<file path="config.mk">
export PLATFORM = sky130hd
export DESIGN_NAME = serial_command_line_parser
export DESIGN_NICKNAME = d
export VERILOG_FILES = /design/src/rtl/sclp_pkg.sv /design/src/rtl/serial_command_line_parser.sv
export VERILOG_INCLUDE_DIRS = /design/src /design/src/rtl
export SDC_FILE = /design/constraint.sdc
export NUM_CORES = 1
export LEC_CHECK = 0
export BUFFER_PORTS_ARGS = -buffer_cell sky130_fd_sc_hd__buf_2
export CORE_MARGIN = 3
export CORE_UTILIZATION = 48
export CTS_CLUSTER_SIZE = 16
export DETAILED_ROUTE_END_ITERATION = 7
export PLACE_DENSITY = 0.62
export SYNTH_ARGS = -nofsm -noshare
export SYNTH_HDL_FRONTEND = slang
export SYNTH_SLANG_ARGS = --single-unit
</file>
<file path="constraint.sdc">
create_clock -name i_clk -period 11.3 [get_ports i_clk]
set_input_delay 0.565 -clock i_clk [delete_from_list [all_inputs] [get_ports i_clk]]
set_output_delay 0.565 -clock i_clk [all_outputs]
set_load 0.01 [all_outputs]
</file>
<file path="src/rtl/serial_command_line_parser_assert.svh">
// Assertion macros for the serial command line parser.
`ifndef SERIAL_COMMAND_LINE_PARSER_ASSERT_SVH
`define SERIAL_COMMAND_LINE_PARSER_ASSERT_SVH

// Check that cons holds in the same cycle as ante.
`define SCLP_ASSERT_NOW(label, clk, rst_n, ante, cons) \
    label: assert property (@(posedge clk) disable iff (!(rst_n)) (ante) |-> (cons)) \
        else $error("sclp check failed: same-cycle implication");

// Check that cons holds in the cycle after ante.
`define SCLP_ASSERT_NEXT(label, clk, rst_n, ante, cons) \
    label: assert property (@(posedge clk) disable iff (!(rst_n)) (ante) |=> (cons)) \
        else $error("sclp check failed: next-cycle implication");

`endif

</file>
<file path="src/rtl/sclp_pkg.sv">
// Package with character codes, parse phases and kind codes of the command line parser.
package sclp_pkg;

    localparam logic [7:0] CHAR_CR    = 8'h0D;
    localparam logic [7:0] CHAR_LF    = 8'h0A;
    localparam logic [7:0] CHAR_COLON = 8'h3A;
    localparam logic [7:0] CHAR_ZERO  = 8'h30;
    localparam logic [7:0] CHAR_NINE  = 8'h39;

    localparam logic [7:0] CHAR_C_UP = 8'h43;
    localparam logic [7:0] CHAR_C_LO = 8'h63;
    localparam logic [7:0] CHAR_W_UP = 8'h57;
    localparam logic [7:0] CHAR_W_LO = 8'h77;
    localparam logic [7:0] CHAR_R_UP = 8'h52;
    localparam logic [7:0] CHAR_R_LO = 8'h72;
    localparam logic [7:0] CHAR_N_UP = 8'h4E;
    localparam logic [7:0] CHAR_N_LO = 8'h6E;

    localparam int ARG_W = 32;
    localparam int NUM_W = 7;
    localparam int KIND_W = 2;
    localparam int PHASE_W = 3;

    localparam logic [NUM_W-1:0] NUM_LIMIT = 7'd10;
    localparam logic [NUM_W-1:0] NUM_MAX   = 7'd99;

    localparam logic [PHASE_W-1:0] PH_TYPE = 3'd0;
    localparam logic [PHASE_W-1:0] PH_ID   = 3'd1;
    localparam logic [PHASE_W-1:0] PH_ARG1 = 3'd2;
    localparam logic [PHASE_W-1:0] PH_ARG2 = 3'd3;
    localparam logic [PHASE_W-1:0] PH_DONE = 3'd4;

    localparam logic [KIND_W-1:0] KIND_COMMON   = 2'd0;
    localparam logic [KIND_W-1:0] KIND_WATCHDOG = 2'd1;
    localparam logic [KIND_W-1:0] KIND_RANDOM   = 2'd2;
    localparam logic [KIND_W-1:0] KIND_RADIO    = 2'd3;

endpackage

</file>
<file path="src/rtl/serial_command_line_parser.sv">
// Serial command line parser: byte register, parse state update and result register.
// Accepts one ASCII byte per cycle while no held result stalls it, and parses lines of the form T<id>:<a1>:<a2>
// closed by a newline (T is C, W, R or N in either case; carriage returns are ignored).
// A newline byte waits in the byte register, and its result is then registered in the output register,
// which waits while an earlier result is still held there.
// The rate is one item per cycle, set by the combinational parse step: one 32-bit
// multiply-by-ten-and-add on the argument being built. Both sides are decoupled by
// registers; the input stalls only while a held result is not taken.
`include "serial_command_line_parser_assert.svh"

module serial_command_line_parser (
    input  logic                                 i_clk,
    input  logic                                 i_rst_n,
    input  logic                                 i_valid,
    output logic                                 o_ready,
    input  logic [7:0]                           i_rx_byte,
    output logic                                 o_valid,
    input  logic                                 i_ready,
    output logic [sclp_pkg::KIND_W-1:0]          o_command_kind,
    output logic [sclp_pkg::NUM_W-1:0]           o_command_number,
    output logic signed [sclp_pkg::ARG_W-1:0]    o_first_argument,
    output logic signed [sclp_pkg::ARG_W-1:0]    o_second_argument
);

    // Input byte register
    logic                              r_in_valid;
    logic [7:0]                        r_in_byte;

    // Parse state
    logic [sclp_pkg::PHASE_W-1:0]      r_phase,  n_phase;
    logic [sclp_pkg::KIND_W-1:0]       r_kind,   n_kind;
    logic [sclp_pkg::NUM_W-1:0]        r_number, n_number;
    logic [sclp_pkg::ARG_W-1:0]        r_arg1,   n_arg1;
    logic [sclp_pkg::ARG_W-1:0]        r_arg2,   n_arg2;

    // Result register
    logic                              r_out_valid;
    logic [sclp_pkg::KIND_W-1:0]       r_out_kind;
    logic [sclp_pkg::NUM_W-1:0]        r_out_number;
    logic [sclp_pkg::ARG_W-1:0]        r_out_arg1;
    logic [sclp_pkg::ARG_W-1:0]        r_out_arg2;

    logic                              w_advance;
    logic                              w_emit;
    logic [sclp_pkg::PHASE_W-1:0]      w_base_phase;
    logic [sclp_pkg::NUM_W-1:0]        w_base_number;
    logic [sclp_pkg::ARG_W-1:0]        w_base_arg1;
    logic [sclp_pkg::ARG_W-1:0]        w_base_arg2;
    logic                              w_is_digit;
    logic [3:0]                        w_digit;
    logic [sclp_pkg::NUM_W-1:0]        w_num_next;
    logic [sclp_pkg::ARG_W-1:0]        w_arg1_next;
    logic [sclp_pkg::ARG_W-1:0]        w_arg2_next;

    assign w_advance = r_in_valid && (!r_out_valid || i_ready);
    assign o_ready   = !r_in_valid || w_advance;

    // A finished command clears the phase, number and arguments before the next byte is handled.
    assign w_base_phase  = (r_phase == sclp_pkg::PH_DONE) ? sclp_pkg::PH_TYPE : r_phase;
    assign w_base_number = (r_phase == sclp_pkg::PH_DONE) ? '0 : r_number;
    assign w_base_arg1   = (r_phase == sclp_pkg::PH_DONE) ? '0 : r_arg1;
    assign w_base_arg2   = (r_phase == sclp_pkg::PH_DONE) ? '0 : r_arg2;

    assign w_is_digit = r_in_byte inside {[sclp_pkg::CHAR_ZERO:sclp_pkg::CHAR_NINE]};
    assign w_digit    = r_in_byte[3:0];

    // x*10 + d as (x<<3) + (x<<1) + d
    assign w_num_next  = {w_base_number[3:0], 3'b000} + {w_base_number[5:0], 1'b0}
                       + {3'b000, w_digit};
    assign w_arg1_next = {w_base_arg1[28:0], 3'b000} + {w_base_arg1[30:0], 1'b0}
                       + {28'd0, w_digit};
    assign w_arg2_next = {w_base_arg2[28:0], 3'b000} + {w_base_arg2[30:0], 1'b0}
                       + {28'd0, w_digit};

    always_comb begin
        n_phase  = w_base_phase;
        n_kind   = r_kind;
        n_number = w_base_number;
        n_arg1   = w_base_arg1;
        n_arg2   = w_base_arg2;
        w_emit   = 1'b0;
        if (r_in_byte == sclp_pkg::CHAR_CR) begin
            // ignore carriage return, keep the cleared state after a command
        end else if (r_in_byte == sclp_pkg::CHAR_COLON) begin
            if (w_base_phase == sclp_pkg::PH_ID) begin
                n_phase = sclp_pkg::PH_ARG1;
            end else if (w_base_phase == sclp_pkg::PH_ARG1) begin
                n_phase = sclp_pkg::PH_ARG2;
            end else begin
                n_phase  = sclp_pkg::PH_TYPE;
                n_number = '0;
                n_arg1   = '0;
                n_arg2   = '0;
            end
        end else if (r_in_byte == sclp_pkg::CHAR_LF) begin
            // the type is known exactly in the id and argument phases
            if (w_base_phase inside {sclp_pkg::PH_ID, sclp_pkg::PH_ARG1, sclp_pkg::PH_ARG2}) begin
                n_phase = sclp_pkg::PH_DONE;
                w_emit  = 1'b1;
            end else begin
                n_phase  = sclp_pkg::PH_TYPE;
                n_number = '0;
                n_arg1   = '0;
                n_arg2   = '0;
            end
        end else begin
            case (w_base_phase)
                sclp_pkg::PH_TYPE: begin
                    case (r_in_byte)
                        sclp_pkg::CHAR_C_UP, sclp_pkg::CHAR_C_LO: begin
                            n_kind  = sclp_pkg::KIND_COMMON;
                            n_phase = sclp_pkg::PH_ID;
                        end
                        sclp_pkg::CHAR_W_UP, sclp_pkg::CHAR_W_LO: begin
                            n_kind  = sclp_pkg::KIND_WATCHDOG;
                            n_phase = sclp_pkg::PH_ID;
                        end
                        sclp_pkg::CHAR_R_UP, sclp_pkg::CHAR_R_LO: begin
                            n_kind  = sclp_pkg::KIND_RANDOM;
                            n_phase = sclp_pkg::PH_ID;
                        end
                        sclp_pkg::CHAR_N_UP, sclp_pkg::CHAR_N_LO: begin
                            n_kind  = sclp_pkg::KIND_RADIO;
                            n_phase = sclp_pkg::PH_ID;
                        end
                        default: begin
                            n_phase = sclp_pkg::PH_TYPE;
                        end
                    endcase
                end
                sclp_pkg::PH_ID: begin
                    if (w_is_digit && (w_base_number < sclp_pkg::NUM_LIMIT)) begin
                        n_number = w_num_next;
                    end else begin
                        n_phase  = sclp_pkg::PH_TYPE;
                        n_number = '0;
                        n_arg1   = '0;
                        n_arg2   = '0;
                    end
                end
                sclp_pkg::PH_ARG1: begin
                    if (w_is_digit) begin
                        n_arg1 = w_arg1_next;
                    end else begin
                        n_phase  = sclp_pkg::PH_TYPE;
                        n_number = '0;
                        n_arg1   = '0;
                        n_arg2   = '0;
                    end
                end
                sclp_pkg::PH_ARG2: begin
                    if (w_is_digit) begin
                        n_arg2 = w_arg2_next;
                    end else begin
                        n_phase  = sclp_pkg::PH_TYPE;
                        n_number = '0;
                        n_arg1   = '0;
                        n_arg2   = '0;
                    end
                end
                default: begin
                    n_phase  = sclp_pkg::PH_TYPE;
                    n_number = '0;
                    n_arg1   = '0;
                    n_arg2   = '0;
                end
            endcase
        end
    end

    always_ff @(posedge i_clk) begin
        if (!i_rst_n) begin
            r_in_valid  <= 1'b0;
            r_out_valid <= 1'b0;
            r_phase     <= sclp_pkg::PH_TYPE;
            r_kind      <= sclp_pkg::KIND_COMMON;
            r_number    <= '0;
            r_arg1      <= '0;
            r_arg2      <= '0;
        end else begin
            if (o_ready) begin
                r_in_valid <= i_valid;
            end
            if (w_advance) begin
                r_phase     <= n_phase;
                r_kind      <= n_kind;
                r_number    <= n_number;
                r_arg1      <= n_arg1;
                r_arg2      <= n_arg2;
                r_out_valid <= w_emit;
            end else if (i_ready) begin
                r_out_valid <= 1'b0;
            end
        end
    end

    // Payload registers: load on accept / emit, no reset needed.
    always_ff @(posedge i_clk) begin
        if (o_ready && i_valid) begin
            r_in_byte <= i_rx_byte;
        end
        if (w_advance && w_emit) begin
            r_out_kind   <= r_kind;
            r_out_number <= w_base_number;
            r_out_arg1   <= w_base_arg1;
            r_out_arg2   <= w_base_arg2;
        end
    end

    assign o_valid           = r_out_valid;
    assign o_command_kind    = r_out_kind;
    assign o_command_number  = r_out_number;
    assign o_first_argument  = signed'(r_out_arg1);
    assign o_second_argument = signed'(r_out_arg2);

    `SCLP_ASSERT_NEXT(a_emit_shows, i_clk, i_rst_n, w_advance && w_emit, o_valid)
    `SCLP_ASSERT_NOW(a_phase_range, i_clk, i_rst_n, 1'b1, r_phase <= sclp_pkg::PH_DONE)
    `SCLP_ASSERT_NOW(a_type_clear, i_clk, i_rst_n, r_phase == sclp_pkg::PH_TYPE,
        (r_number == '0) && (r_arg1 == '0) && (r_arg2 == '0))
    `SCLP_ASSERT_NOW(a_arg2_idle, i_clk, i_rst_n,
        (r_phase == sclp_pkg::PH_ID) || (r_phase == sclp_pkg::PH_ARG1), r_arg2 == '0)
    `SCLP_ASSERT_NOW(a_number_range, i_clk, i_rst_n, 1'b1, r_number <= sclp_pkg::NUM_MAX)

endmodule

</file>
==> results.rst, run 1 <==
.. list-table::
   :header-rows: 1

   * - Metric
     - Value
   * - Status
     - complete, no violations
   * - Placer Congestion
     - 0.867
   * - Chip Width
     - 151 um
   * - Slew Limit Fails
     - 0
   * - H-Tree Level Count
     - 4
   * - Post-route DRC violation count
     - 0
   * - Dominant cells by area after synthesis
     - edfxtp_1 (24%), dfxtp_1 (15%), ha_1 (15%), and2_1 (4.6%), o21ai_0 (3.6%)
   * - Logic gate share of total power
     - 2.7%
   * - Crit path max fanout
     - 58
   * - Initial Util
     - 49.4%
   * - Number of global-route vias before repair
     - 7229
   * - Clock tree root buffer cell
     - clkbuf_16
   * - Hold buffers post-CTS
     - 0
   * - Synth unique cells
     - 70
   * - Boundary Pins
     - 87
   * - Yosys top cell area share
     - 24.1%
   * - Cell Area, Synth
     - 10100 um2
   * - Clock transition at the registers of the reported paths
     - 60 ps
   * - Routed via count
     - 7752
   * - Clock tree from TritonCTS
     - done
   * - Initial drt markers
     - 407
   * - Sequential cell fraction of total power
     - 50.1%
   * - Total of warnings raised by yosys
     - 0
   * - Proportion of synthesized chip area in sequential cells
     - 39.5%
   * - Die extent in y
     - 151 um
   * - Dominant synthesized flop cell
     - edfxtp_1
   * - Standard cell with the maximum stage delay on the critical path
     - nor2_1
   * - Rows
     - 52
   * - Area inside the core boundary
     - 20400 um2
   * - Final setup violation count
     - 0
   * - Instance count of the mapped netlist
     - 1033
   * - Largest net degree at the start of global routing
     - 59
   * - Post-CTS Setup Repair Bufs
     - 0
   * - Setup repair after global routing missed its margin
     - no
   * - Most common cell after layout, fill and taps aside
     - ha_1
   * - Highest Clock Rate
     - 185 MHz
   * - Half-perimeter wire length after placement
     - 15900 um
   * - Setup TNS Final
     - 0 ps
   * - Syn_nets
     - 1173
   * - Transition time at the pin with the least slew margin
     - 1020 ps
   * - Area of the die
     - 22800 um2
   * - Number of enable-type register cells in the synthesized netlist
     - 81
   * - Number of diodes added for antenna fixing
     - 0
   * - Hold violation total from the final report
     - 0
   * - Area of all sequential standard cells
     - 3990 um2
   * - Min Tclk post-route
     - 5390 ps
   * - Mean instance size in the synthesized netlist
     - 9.78 um2
   * - P_int
     - 963 uW
   * - Worst setup EP type
     - flip-flop
   * - Number of synthesized register bits
     - 159
   * - Longest Clk Path Bufs
     - 2
   * - Antenna-violating nets left
     - 0
   * - Num Clock Sinks
     - 159
   * - Net switching fraction of the power
     - 21.1%
   * - Required time reported for the critical path endpoint
     - 11600 ps
   * - Arrival time worst endpoint
     - 5690 ps
   * - Share of flip-flops with an asynchronous set or reset
     - 0%
   * - IO Port Bufs
     - 86
   * - Share of cells above drive strength 1
     - 12.4%
   * - Overflow left after global routing
     - 0
   * - Fillcell total
     - 1848
   * - Net switching power
     - 257 uW
   * - Pwr Density
     - 108 nW/um2
   * - Biggest area consumer among synthesized cells
     - edfxtp_1
   * - Average wire per standard cell
     - 16.0 um
   * - Relative max-transition margin
     - 31.1%
   * - Clock Latency Late Sink
     - 430 ps
   * - Total GRT Usage
     - 20.0%
   * - Post-Route Skew
     - 15.1 ps
   * - Longest individual stage delay on the worst path
     - 740 ps
   * - Area delta synth->final
     - 12.2%
   * - Post-layout nets
     - 1247
   * - Portion of total power attributed to the clock network
     - 47.2%
   * - Total wire length after detailed routing
     - 22200 um
   * - CTS buffer count
     - 17
   * - Total area of multi-input combinational cells
     - 5860 um2
   * - Placed standard-cell area
     - 10800 um2
   * - Startpoint type of the worst setup path
     - flip-flop
   * - Number of max-capacitance violations reported
     - 0
   * - Worst-path cell chain
     - nor2_1, nand2_2, buf_4, nand2_1, xnor2_1, ha_1, a21o_1, ha_1, o21ai_0, o21a_1, o21ba_2, a21oi_1, a21oi_1, o21bai_1, a31oi_1, and4b_1, or3_1
   * - Max IR drop VDD
     - 0.102 mV
   * - Cts repair resizes
     - 0
   * - Period Utilization, post-route
     - 47.7%
   * - Detailed-route vias per instance
     - 5.58
   * - Antenna violations before repair
     - 0
   * - Standby leakage power
     - 0.00528 uW
   * - Setup CP Type
     - reg2reg
   * - Wire length of the first global-routing pass
     - 36600 um
   * - Drt pass-1 iters
     - 5
   * - Final design instance area without fill
     - 11300 um2
   * - Commonest cells after routing, fill and taps aside
     - ha_1 (124), nand2_1 (89), buf_2 (86)
   * - Hold crit path type
     - in2reg
[metrics by stage]
stage	hold slack, ps	instances	setup WS, ps	util [%]	power (uW)
2_1_floorplan	407	1033	2400	-	646
3_3_place_gp	418	1358	6220	52.6	656
3_5_place_dp	421	1358	5990	52.6	656
4_1_cts	299	1390	5960	55.5	1230
5_1_grt	308	1390	5430	55.5	1260
6_report	312	1390	5910	55.5	1220
[worst max-delay path, delay by kind of cell, from the launching register on]
family | cells | cell delay (ps)
AOI/OAI and AO/OA | 8 | 1860
xor gates and xnor gates | 1 | 90
adders and majority gates | 2 | 530
buffers and inverters | 1 | 390
DFF | 1 | 400
and+or+nand+nor | 5 | 1920
[logic make-up (layout without fill, tap and decap cells)]
kind of cell | count (synthesis) | after routing | share of synthesized area [%]
AOI/OAI and AO/OA | 279 | 279 | 17.8
xor gates and xnor gates | 63 | 63 | 5.46
adders and majority gates | 128 | 128 | 16.2
buffers and inverters | 61 | 148 | 2.51
DFF | 159 | 159 | 39.5
muxes | 3 | 3 | 0.297
and+or+nand+nor | 340 | 340 | 18.2
[path summary, 6_finish.rpt]
check	start	to	slack, ps	cells past startpoint
worst max-delay path	r_phase[0]$_SDFFE_PN0P_	r_arg1[31]$_SDFFE_PN0P_	5910	17
worst min-delay path	i_rx_byte[3]	r_in_byte[3]$_DFFE_PP_	310	1
worst max register to register	r_phase[0]$_SDFFE_PN0P_	r_arg1[31]$_SDFFE_PN0P_	5910	17
worst min register to register	r_arg1[7]$_SDFFE_PN0P_	r_arg1[7]$_SDFFE_PN0P_	430	2
[flip-flops by register name, indices dropped and copies added (netlist names)]
name,flops
o_valid,1
o_second_argument,32
o_command_number,7
o_first_argument,32
r_arg1,32
r_number,7
r_in_valid,1
r_kind,2
r_in_byte,8
r_arg2,32
r_phase,3
o_command_kind,2
[cells in the mapped netlist (10+ instances only)]
master,n
o21ai_0,72
nor2b_1,43
edfxtp_1,81
and2_1,74
xor2_1,28
nand2_1,90
ha_1,124
clkbuf_1,28
a211oi_1,11
xnor2_1,35
nand3_1,14
a21o_1,33
o21bai_1,10
nor3_1,13
dfxtp_1,78
a21oi_1,63
inv_1,25
a22oi_1,32
nor2_1,44
[layer usage]
metal,vias up,track usage [%],part of all wire (%)
met5,-,0,0
met4,0,5.94,1.6
met3,26,2.99,4.1
met2,166,30.3,43
met1,3623,29.5,52
li1,3937,-,-
[cell type report]
| cell class | instances | area share [%] |
|---|---|---|
| clock buffer | 21 | 3.89 |
| clock inverter | 11 | 1.25 |
| inverter | 25 | 0.828 |
| timing repair buffer | 91 | 4.13 |
| multi-input combinational | 813 | 51.7 |
| sequential | 159 | 35.2 |
| tap | 270 | 2.98 |
[power by group through the flow]
stage               combinational [uW]  clock (uW)  sequential (uW)
floorplan                         27.8           0              618
global placement                  32.2           0              623
detailed placement                32.3           0              623
CTS                               32.4         589              611
global route                      36.4         615              611
finish                            32.4         576              611
No activity file was read; power rests on OpenSTA's default activity.
==> run 2: changes to the inputs <==
Settings changed: ABC_AREA set to 1.
Clock period 11.3 ns to 5.5 ns, I/O delays scaled along.
==> run 2 against run 1 <==
  * Flip-flop and latch count unchanged
  * Utilization down 0.30 points
  * Fmax up 22%
  * Sequential power up 110%
  * Design area up 15%
  * Clock power up 140%
  * Via count up 41%
  * Critical path type unchanged
  * Highest routed layer unchanged
==> results.rst, run 2 <==
.. list-table::
   :header-rows: 1

   * - Metric
     - Value
   * - Xor/xnor share of the synthesized area
     - 1.35%
   * - Number of diodes added for antenna fixing
     - 0
   * - Clock tree root buffer cell
     - clkbuf_16
   * - Routed via count
     - 10900
   * - Most common cell after layout, fill and taps aside
     - nand2_1
   * - Area of the die
     - 26200 um2
   * - Initial drt markers
     - 871
   * - Pwr Density
     - 228 nW/um2
   * - Top cells by instance count after synthesis
     - nand2_1 (342), inv_1 (192), a21oi_1 (168)
   * - Standard cell with the maximum stage delay on the critical path
     - nor2_4
   * - Utilization after layout
     - 55.2%
   * - Startpoint type of the worst setup path
     - flip-flop
   * - H-Tree Level Count
     - 4
   * - Setup CP Type
     - reg2reg
   * - Number of enable-type register cells in the synthesized netlist
     - 81
   * - Number of max-capacitance violations reported
     - 0
   * - IO Port Bufs
     - 86
   * - Worst-path cell chain
     - inv_1, nor2_4, nor2_1, xor2_1, inv_1, ha_1, o21bai_1, ha_1, nand2_1, nor2_1, nand2_1, nand3_1, a21oi_1, o21ai_0, nand3_1, o21ai_0, a21oi_1, o21ai_0, a21oi_1
   * - Period Utilization, post-route
     - 80.3%
   * - Arrival time worst endpoint
     - 4730 ps
   * - Biggest area consumer among synthesized cells
     - edfxtp_1
   * - Instance count of the mapped netlist
     - 1552
   * - Longest Clk Path Bufs
     - 2
   * - Relative max-transition margin
     - 44.8%
   * - Final setup violation count
     - 0
   * - Share of flip-flops with an asynchronous set or reset
     - 0%
   * - Dominant synthesized flop cell
     - edfxtp_1
   * - Detailed-route vias per instance
     - 5.57
   * - Count leader, synth
     - nand2_1
   * - Antenna violations before repair
     - 0
   * - Required time reported for the critical path endpoint
     - 5810 ps
   * - Commonest cells after routing, fill and taps aside
     - nand2_1 (341), inv_1 (192), a21oi_1 (168)
   * - Crit path max fanout
     - 27
   * - Final worst-path setup slack
     - 1080 ps
   * - Highest Clock Rate
     - 226 MHz
   * - Clock tree from TritonCTS
     - done
   * - Post-Route Skew
     - 11.5 ps
   * - Syn_nets
     - 1692
   * - Post-CTS Setup Repair Bufs
     - 0
   * - Largest net degree at the start of global routing
     - 58
   * - Post-layout nets
     - 1768
   * - Total wire length after detailed routing
     - 33200 um
   * - Clock transition at the registers of the reported paths
     - 70 ps
   * - Setup TNS Final
     - 0 ps
   * - Hold violation total from the final report
     - 0
   * - Antenna-violating nets left
     - 0
   * - Transition time at the pin with the least slew margin
     - 828 ps
   * - Number of global-route vias before repair
     - 10300
   * - Standby leakage power
     - 0.00619 uW
   * - Wire length of the first global-routing pass
     - 54100 um
   * - Max IR drop VDD
     - 0.210 mV
   * - Half-perimeter wire length after placement
     - 23600 um
   * - Chip Width
     - 162 um
   * - Placer Congestion
     - 0.974
   * - CTS buffer count
     - 17
   * - Clock Latency Late Sink
     - 440 ps
   * - Delay-heaviest family, CP
     - simple AND/OR/NAND/NOR gates
   * - P_int
     - 2190 uW
   * - Worst path buffer plus inverter count
     - 2
   * - Dominant cells by area after synthesis
     - edfxtp_1 (21%), dfxtp_1 (13%), ha_1 (13%), nand2_1 (11%), a21oi_1 (7.2%)
   * - Die extent in y
     - 162 um
   * - Total GRT Usage
     - 25.5%
   * - Fillcell total
     - 2281
   * - Number of synthesized register bits
     - 159
   * - Rows
     - 56
   * - Mean instance size in the synthesized netlist
     - 7.50 um2
   * - Final design instance area without fill
     - 13100 um2
   * - Post-synthesis compound-gate area fraction
     - 19.2%
   * - Setup repair after global routing missed its margin
     - no
   * - Post-route DRC violation count
     - 0
   * - Min Tclk post-route
     - 4420 ps
   * - Synth unique cells
     - 54
   * - Average wire per standard cell
     - 16.9 um
   * - Drt pass-1 iters
     - 6
   * - Setup slack at placement
     - 1220 ps
   * - Slew Limit Fails
     - 0
   * - Status
     - complete, no violations
   * - Share of cells above drive strength 1
     - 10.4%
   * - Hold crit path type
     - in2reg
   * - Proportion of synthesized chip area in sequential cells
     - 34.3%
   * - Area inside the core boundary
     - 23700 um2
   * - Overflow left after global routing
     - 0
   * - Cell Area, Synth
     - 11600 um2
   * - Initial Util
     - 49.2%
   * - Sequential cell fraction of total power
     - 43.1%
   * - Worst setup EP type
     - flip-flop
   * - Yosys top cell area share
     - 20.9%
   * - Adder-cell area share of the yosys netlist
     - 14.0%
   * - Dominant combinational cell family by area after synthesis
     - simple AND/OR/NAND/NOR gates
   * - Logic gate share of total power
     - 11.4%
   * - Num Clock Sinks
     - 159
   * - Boundary Pins
     - 87
   * - Placed standard-cell area
     - 12300 um2
   * - Simple logic cell fraction of the synthesized area
     - 22.8%
   * - Portion of netlist area occupied by mux cells
     - 0%
   * - Total of warnings raised by yosys
     - 0
   * - Longest individual stage delay on the worst path
     - 660 ps
   * - Portion of total power attributed to the clock network
     - 45.4%
   * - Net switching fraction of the power
     - 26.4%
   * - Net switching power
     - 789 uW
   * - Area delta synth->final
     - 12.3%
## run 2: cell types whose count changed after synthesis, sizes merged, moves of 31 or more
cell	previous run	this run
nand2	92	350
a21oi	63	168
nor2b	43	0
a221oi	2	33
a22oi	32	0
and2	76	1
o21ai	72	107
nor2	46	149
nand3	14	71
inv	25	201
## run 2: timing repair
item / 4_1_cts / 5_1_grt
hold endpoints to repair: 8 / 0
gates resized for setup: 0 / 0
hold buffers: 8 / 0
endpoints found under the setup margin: 0 / 0
## run 2: final cells by class
cell class	count	area, um2	area share [%]
repair buffers	102	571	4.37
clock inverters	14	224	1.71
clock buffers	18	429	3.28
flip-flops and latches	159	3990	30.6
multi-input cells	1146	6690	51.2
inverters	202	758	5.80
well taps	319	399	3.05
## run 2: power by group through the flow
| stage | Sequential (uW) | Clock, uW | Combinational [uW] |
|---|---|---|---|
| after global routing | 1290 | 1420 | 387 |
| after CTS | 1290 | 1380 | 340 |
| after global placement | 1310 | 0 | 329 |
| after detailed placement | 1310 | 0 | 334 |
| after floorplan | 1310 | 0 | 253 |
| final | 1290 | 1360 | 341 |
## run 2: cells by family after synthesis
group / Yosys count
simple gates: 617
compound gates: 383
buf+inv: 247
flops: 159
fa+ha+maj: 128
xor+xnor: 18
## run 2: per-stage QoR
stage / hold WS (ps) / cells / power (uW)
5_1_grt: 123 / 1960 / 3100
3_5_place_dp: 424 / 1920 / 1650
2_1_floorplan: 374 / 1552 / 1560
3_3_place_gp: 419 / 1920 / 1640
4_1_cts: 107 / 1960 / 3000
6_report: 119 / 1960 / 2980
## run 2: per-layer routing
| metal | share of wire [%] | wire, um | up-vias | global-route usage [%] |
|---|---|---|---|---|
| met3 | 5.7 | 1890 | 38 | 3.34 |
| met4 | 1.6 | 517 | 0 | 6.28 |
| li1 | - | - | 5482 | - |
| met2 | 47 | 15400 | 340 | 42.8 |
| met1 | 46 | 15300 | 5060 | 35.1 |
| met5 | 0 | 0 | - | 0 |
## run 2: worst reg2reg max path: stages, from the launching register on
cell	delay [ps]
dfxtp_1	490
inv_1	160
nor2_4	660
nor2_1	240
xor2_1	190
inv_1	60
ha_1	160
o21bai_1	150
ha_1	350
nand2_1	100
nor2_1	120
nand2_1	60
nand3_1	140
a21oi_1	130
o21ai_0	490
nand3_1	240
o21ai_0	260
a21oi_1	90
o21ai_0	110
a21oi_1	100
## run 2: worst paths after layout
kind / cells past startpoint / end / slack, ps / start
worst max-delay path: 19 / r_arg1[29]$_SDFFE_PN0P_ / 1080 / r_phase[2]$_SDFFE_PN0P_
worst min-delay path: 3 / r_in_valid$_SDFFE_PN0N_ / 120 / i_valid
worst max register to register: 19 / r_arg1[29]$_SDFFE_PN0P_ / 1080 / r_phase[2]$_SDFFE_PN0P_
worst min register to register: 0 / o_command_kind[1]$_DFFE_PP_ / 440 / r_kind[1]$_SDFFE_PN0P_
==> run 3: changes to the inputs <==
Clock period 5.5 ns to 4.4 ns, I/O delays scaled along.
==> run 3 against run 2 <==
  * Combinational power rose by 26%
  * First-iteration DRC count fell by 2.3%
  * Cell count rose by 0.36%
  * Critical path depth fell by 1
  * Sequential share of layout area rose by 0.067 points
  * Flip-flop and latch count did not move
  * Utilization fell by 0.12 points
  * Register-to-register slack got worse by 540 ps
  * Non-clock buffer count rose by 7
  * Count of clock-buffer cells in the layout fell by 1
  * Die area did not move
  * Critical path type unchanged
  * Highest routed layer unchanged
==> results.rst, run 3 (synthesis results as in run 2) <==
.. list-table::
   :header-rows: 1

   * - Metric
     - Value
   * - Status
     - complete, no violations
   * - Slew Limit Fails
     - 0
   * - Number of global-route vias before repair
     - 10200
   * - Startpoint type of the worst setup path
     - flip-flop
   * - Antenna-violating nets left
     - 0
   * - Largest net degree at the start of global routing
     - 44
   * - Relative max-transition margin
     - 48.7%
   * - Pwr Density
     - 270 nW/um2
   * - Post-route DRC violation count
     - 0
   * - Hold buffers post-CTS
     - 8
   * - Clock Latency Late Sink
     - 440 ps
   * - Average wire per standard cell
     - 16.3 um
   * - Placer Congestion
     - 0.928
   * - Final setup violation count
     - 0
   * - Area inside the core boundary
     - 23700 um2
   * - Final design instance area without fill
     - 13000 um2
   * - H-Tree Level Count
     - 4
   * - Initial drt markers
     - 851
   * - Antenna violations before repair
     - 0
   * - CTS buffer count
     - 17
   * - Worst setup EP type
     - flip-flop
   * - Clock tree from TritonCTS
     - done
   * - Setup TNS Final
     - 0 ps
   * - Total GRT Usage
     - 24.3%
   * - Portion of total power attributed to the clock network
     - 42.2%
   * - Post-layout nets
     - 1775
   * - Hold violation total from the final report
     - 0
   * - Overflow left after global routing
     - 0
   * - Final worst-path setup slack
     - 547 ps
   * - Cts repair resizes
     - 0
   * - Routed via count
     - 10900
   * - Clock transition at the registers of the reported paths
     - 70 ps
   * - Min Tclk post-route
     - 3850 ps
   * - Hold crit path type
     - in2reg
   * - Initial Util
     - 49.2%
   * - Rows
     - 56
   * - Detailed-route vias per instance
     - 5.53
   * - Utilization after layout
     - 55.1%
   * - Placed standard-cell area
     - 12400 um2
   * - Non-filler cells in the finished layout
     - 1967
   * - Die extent in y
     - 162 um
   * - Post-Route Skew
     - 13.2 ps
   * - Longest Clk Path Bufs
     - 2
   * - Standby leakage power
     - 0.00619 uW
   * - P_int
     - 2520 uW
   * - Highest Clock Rate
     - 260 MHz
   * - Arrival time worst endpoint
     - 4180 ps
   * - Setup repair after global routing missed its margin
     - no
   * - Num Clock Sinks
     - 159
   * - Number of max-capacitance violations reported
     - 0
   * - Number of diodes added for antenna fixing
     - 0
   * - Commonest cells after routing, fill and taps aside
     - nand2_1 (341), inv_1 (192), a21oi_1 (168)
   * - Period Utilization, post-route
     - 87.6%
   * - Boundary Pins
     - 87
   * - Setup CP Type
     - reg2reg
   * - IO Port Bufs
     - 86
   * - Placed cells
     - 1927
   * - Net switching power
     - 1000 uW
   * - Net switching fraction of the power
     - 28.5%
   * - Most common cell after layout, fill and taps aside
     - nand2_1
   * - Required time reported for the critical path endpoint
     - 4730 ps
   * - Drt pass-1 iters
     - 5
   * - Fillcell total
     - 2361
   * - Sequential cell fraction of total power
     - 45.6%
   * - Area of the die
     - 26200 um2
   * - Logic gate share of total power
     - 12.2%
   * - Area delta synth->final
     - 12.0%
   * - Post-CTS Setup Repair Bufs
     - 0
   * - Transition time at the pin with the least slew margin
     - 767 ps
   * - Chip Width
     - 162 um
   * - Total wire length after detailed routing
     - 32000 um
   * - Max IR drop VDD
     - 0.168 mV
   * - Crit path max fanout
     - 12
   * - Wire length of the first global-routing pass
     - 51700 um
   * - Share of cells above drive strength 1
     - 10.7%
   * - Setup slack at placement
     - 584 ps
   * - Half-perimeter wire length after placement
     - 23200 um
   * - Clock tree root buffer cell
     - clkbuf_16
-- run 3: worst max-delay path: stages (launching register included) --
cell and delay (ps):
dfxtp_1 510, inv_1 180, nor2_4 150, buf_4 220
nor2_1 140, ha_1 210, o21bai_1 160, ha_1 360
nand2_1 90, nor2_1 100, nand2_1 60, nand3_1 170
a21oi_1 140, o21ai_0 460, nand3_1 210, o21ai_0 290
a21oi_1 100, o21ai_0 100, a21oi_1 80
-- run 3: area by class of cell --
type	instances	area [um2]	share of cell area [%]
multi-input combinational	1146	6690	51.3
sequential	159	3990	30.6
inverter	202	758	5.81
timing repair buffer	109	623	4.78
clock buffer	17	425	3.26
tap	319	399	3.06
clock inverter	15	146	1.12
-- run 3: path summary, 6_finish.rpt --
check	start	to	slack (ps)	depth (start not counted)
setup / recovery	r_phase[2]$_SDFFE_PN0P_	r_arg1[29]$_SDFFE_PN0P_	550	18
hold / removal	i_valid	r_in_valid$_SDFFE_PN0N_	60	3
setup reg to reg	r_phase[2]$_SDFFE_PN0P_	r_arg1[29]$_SDFFE_PN0P_	550	18
hold reg to reg	r_kind[0]$_SDFFE_PN0P_	o_command_kind[0]$_DFFE_PP_	450	0
-- run 3: metrics by stage --
step,power [uW],hold slack (ps)
CTS,3540,50.8
finish,3520,57.2
floorplan,1950,319
global placement,2050,397
detailed placement,2060,398
global route,3660,70.6
-- run 3: per-layer routing --
layer  up-vias  global-route usage (%)  wire, um
li1       5480                       -         -
met2       315                    38.8     14600
met5         -                       0         0
met4         0                    7.68       616
met3        50                    3.29      1550
met1      5034                    34.5     15300
-- run 3: power by group through the flow --
stage | logic (uW) | clock network, uW | registers (uW)
detailed placement | 418 | 0 | 1640
global placement | 412 | 0 | 1640
global route | 483 | 1570 | 1610
finish | 428 | 1490 | 1610
CTS | 426 | 1510 | 1610
floorplan | 316 | 0 | 1630
